[src/design/mtfrt_ram.sv]
`timescale 1ns / 1ps
// ----------------------------------------------------------------------------
// mtfrt_ram
// Generic simple dual-port RAM with one write port and a registered read port.
// ----------------------------------------------------------------------------
module mtfrt_ram #(
  parameter int WIDTH = 8,
  parameter int DEPTH = 16
) (
  input  logic                     clk,
  input  logic                     we,
  input  logic [$clog2(DEPTH)-1:0] waddr,
  input  logic [WIDTH-1:0]         wdata,
  input  logic [$clog2(DEPTH)-1:0] raddr,
  output logic [WIDTH-1:0]         rdata
);

  logic [WIDTH-1:0] mem [DEPTH];

  always_ff @(posedge clk) begin
    if (we) begin
      mem[waddr] <= wdata;
    end
    rdata <= mem[raddr];
  end

endmodule

[config.mk]
export PLATFORM = sky130hd
export DESIGN_NAME = mtfrt_ram
export DESIGN_NICKNAME = d
export VERILOG_FILES = /design/src/design/mtfrt_ram.sv
export SDC_FILE = /design/constraint.sdc
export NUM_CORES = 1
export LEC_CHECK = 0
export ABC_CLOCK_PERIOD_IN_PS = 1660
export BUFFER_PORTS_ARGS = -buffer_cell sky130_fd_sc_hd__clkbuf_2
export CAP_MARGIN = 0
export CORE_MARGIN = 2
export CORE_UTILIZATION = 50
export DETAILED_ROUTE_END_ITERATION = 6
export GPL_TIMING_DRIVEN = 0
export PLACE_DENSITY_LB_ADDON = 0.12
export SYNTH_ARGS = -nofsm -noshare
export SYNTH_HDL_FRONTEND = slang
export SYNTH_SLANG_ARGS = --single-unit
[constraint.sdc]
create_clock -name clk -period 1.66 [get_ports clk]
set_clock_uncertainty 0.05 [all_clocks]
set_input_delay 0.166 -clock clk [delete_from_list [all_inputs] [get_ports clk]]
set_output_delay 0.166 -clock clk [all_outputs]
set_load 0.05 [all_outputs]
==> results.md <==
* Number of placed I/O pins at 26
* Combinational cell fraction of total power at 0.053
* Arrival time of data at the critical path endpoint at 1.56 ns
* Die X at 105.5 µm
* Class of the most critical hold timing path: input port to register
* Routed via count at 2,387
* Cell family with the largest share of critical-path delay: simple AND/OR/NAND/NOR gates
* Outcome: finished clean
* Number of warning messages in the yosys log at 0
* Hold buffer count at CTS at 0
* Final number of hold-violating endpoints at 0
* Mean instance size in the synthesized netlist at 22.48 µm²
* Share of cell area taken by muxes after synthesis at 0.1502
* Total number of placement rows at 37
* Share of layout cells above drive strength 1 at 0.2947
* Total wire length at 9.549 mm
* Worst vdd ir at 0.8412 mV
* Number of global-route vias before repair at 2,471
* Maximum number of pins on one net before global-route repair at 17
* Slew at the pin closest to its max-slew limit at 1.278 ns
* Synthesized-area fraction occupied by adder cells at 0
* Sequential element share of the synthesized area at 0.7778
* Post CTS Setup Buffer Count at 0
* WP buf/inv at 1
* Clock tree from TritonCTS: yes
* Leakage power at 2.052 nW
* Clock buffer count from CTS at 17
* Basic-gate share of the synthesized area counting and, or, nand and nor cells at 0.03184
* Finish-stage setup viols at 0
* Distinct cells, synth at 19
* Die height at 105.5 µm
* First-pass GRT wire length at 14.56 mm
* Cell Area, Synth at 5147 µm²
* Worst setup path startpoint: waddr[2]
* Detailed Routing Iterations Pass 1 at 4
* Flip-flop and latch count after synthesis at 136
* Most common library cell in the layout ignoring fill and taps: sky130_fd_sc_hd__edfxtp_1
* Total global-route track usage at 0.1893
* P per Cell Area at 1365 nW/µm²
* CP startpoint kind: input port
* Switch share at 0.1981
* Worst Setup End Kind: register
* DPL Wire Length at 5.959 mm
* DRC viols at 0
* CTS Buffer Depth at 2
* Crit path largest cell delay at 1.02 ns
* Inserted Diodes at 0
* Vias per cell at 5.670
* Series of cell instances along the critical path: clkbuf_2 > nand3b_1 > nor3_1
* Part of the total power dissipated in sequential elements at 0.465
* Number of sinks handled by clock tree synthesis at 136
* Max Transition Viols Final at 0
* Synth Area in XOR/XNOR at 0
* Max-Cap Viols at 0
* Final GP Congestion at 0.7228
* Multi-input gate area in the final layout at 1062 µm²
* Area enclosed by the die boundary at 11,120 µm²
* Top library cells by usage in the layout, fill and taps aside: sky130_fd_sc_hd__edfxtp_1, sky130_fd_sc_hd__clkbuf_2, sky130_fd_sc_hd__mux4_2, sky130_fd_sc_hd__a22oi_1, sky130_fd_sc_hd__clkbuf_16
* Antenna viol nets, final at 0
* Tightest slew margin relative to the limit at 0.1413
* Number of resized instances in the post-cts repair step at 0
* Fillers at 744
* Synthesized Nets at 247
* Power share of the clock group at 0.482
* Achievable frequency at 670.2 MHz
* Setup Total Neg Slack at 0 ns
* Final nets at 290
* Clock insertion delay at the later pin of the skew report at 0.51 ns
* Critical Path RT at 1.73 ns
* Overall overflow remaining after global route at 0
* Iteration-0 DRC Markers at 152
* Count of mapped cells out of synthesis at 229
* Unrepaired setup endpoints after global routing: false
* Dominant combinational cell family by area after synthesis: multiplexers
* Clock transition at the register clock pins on the worst setup and hold paths after CTS at 0.06 ns
* Number of antenna violations at the first check in global routing at 0
* Synthesis-to-layout area growth at 18.21%
* Effective utilization at floorplan at 0.5077
* # H-tree levels at 4
* Input/output buffers at 24
* Power spent charging and discharging nets at 1.645 mW
* Final total power at 8.304 mW
* Critical path fanouts, max at 8
* Final Cycle Share at 0.8989
* Origin of the worst min-delay path: wdata[6]
* Launch point of the worst reg-to-reg path: mem[7][4]$_DFFE_PP_
* Area occupied by registers at 4004 µm²
* Fraction of the mapped netlist area in compound gates at 0.02333
* WL/cell at 22.68 µm
* Internal Pwr Total at 6.659 mW
* Startpoint-to-endpoint class of the critical path: input port to register
* Cell with the biggest individual delay on the critical path: sky130_fd_sc_hd__nor3_1
* Minimum clock period after layout at 1.492 ns
* CTS root buf: sky130_fd_sc_hd__clkbuf_8
* Core area at 10,140 µm²
==> synthesized netlist by cell type, drive strengths merged <==
master         count  area [µm²]
nor2              13       48.80
a22oi             16       120.1
dfxtp              8       160.2
mux4              32       773.2
and2               1       6.260
nand3              1       5.000
nand2b             2       12.51
edfxtp           128        3844
and2b              1       7.510
nor3               4       20.02
nor2b              1       6.260
nand2              9       33.78
nand3b             2       15.01
clkdlybuf4s25      3       30.03
buf                7       56.30
or3b               1       8.760
==> stage by stage <==
stage	area [µm²]	cells	utilization	hold slack (ns)	setup slack, ns
2_1_floorplan	5152	229	-	0.2149	0.1779
3_3_place_gp	5443	389	0.5368	0.5537	-0.3771
3_5_place_dp	5443	389	0.5368	0.5838	-0.3853
4_1_cts	6085	421	0.6001	0.04724	0.1474
5_1_grt	6085	421	0.6001	0.05818	0.06593
6_report	6085	421	0.6001	0.05195	0.1679
==> worst register-to-register path, delay by kind of cell (launching register included) <==
kind | cells | cell delay (ns)
AND/OR/NAND/NOR | 1 | 0.11
flip-flops | 1 | 0.37
multiplexers | 1 | 0.51
AO/OA/AOI/OAI | 1 | 0.26
==> worst paths after layout <==
check	end	slack (ns)	cells after the start
worst min-delay path	mem[5][6]$_DFFE_PP_	0.05	1
worst max register to register	rdata[4]$_DFF_P_	0.24	3
worst min register to register	rdata[0]$_DFF_P_	0.64	3
worst max-delay path	mem[8][5]$_DFFE_PP_	0.17	3
==> cell families (layout without fill, tap and decap cells) <==
group	Yosys count	after routing
buffers and inverters	10	66
AOI/OAI and AO/OA	16	16
and+or+nand+nor	35	35
muxes	32	32
DFF	136	136
==> layout make-up <==
| class | instances | share of cell area |
|---|---|---|
| buffer | 10 | 0.01419 |
| clock buffer | 20 | 0.07321 |
| clock inverter | 12 | 0.03228 |
| multi-input combinational | 83 | 0.1746 |
| sequential | 136 | 0.6580 |
| tap | 136 | 0.02797 |
| timing repair buffer | 24 | 0.01974 |
==> flip-flops by register name (all words and copies together), names as in the netlist <==
| signal | count |
|---|---|
| mem | 128 |
| rdata | 8 |
==> power by group through the flow <==
| stage | logic [mW] | registers, mW | clock network (mW) |
|---|---|---|---|
| final | 0.441 | 3.86 | 4.00 |
| after global routing | 0.469 | 3.86 | 4.19 |
| after CTS | 0.446 | 3.86 | 4.03 |
| after detailed placement | 0.445 | 3.93 | 0 |
| after global placement | 0.437 | 3.92 | 0 |
| after floorplan | 0.195 | 4.01 | 0 |
==> routing by layer <==
layer | track usage | wire, µm | share of wire | vias to the layer above
met2 | 0.2747 | 4444 | 0.47 | 75
met1 | 0.2763 | 4501 | 0.47 | 1246
met4 | 0.07429 | 100 | 0.010 | 0
met5 | 0 | 0 | 0 | -
met3 | 0.05071 | 502 | 0.053 | 9
li1 | - | - | - | 1057
(Power assumes the default switching activity.)
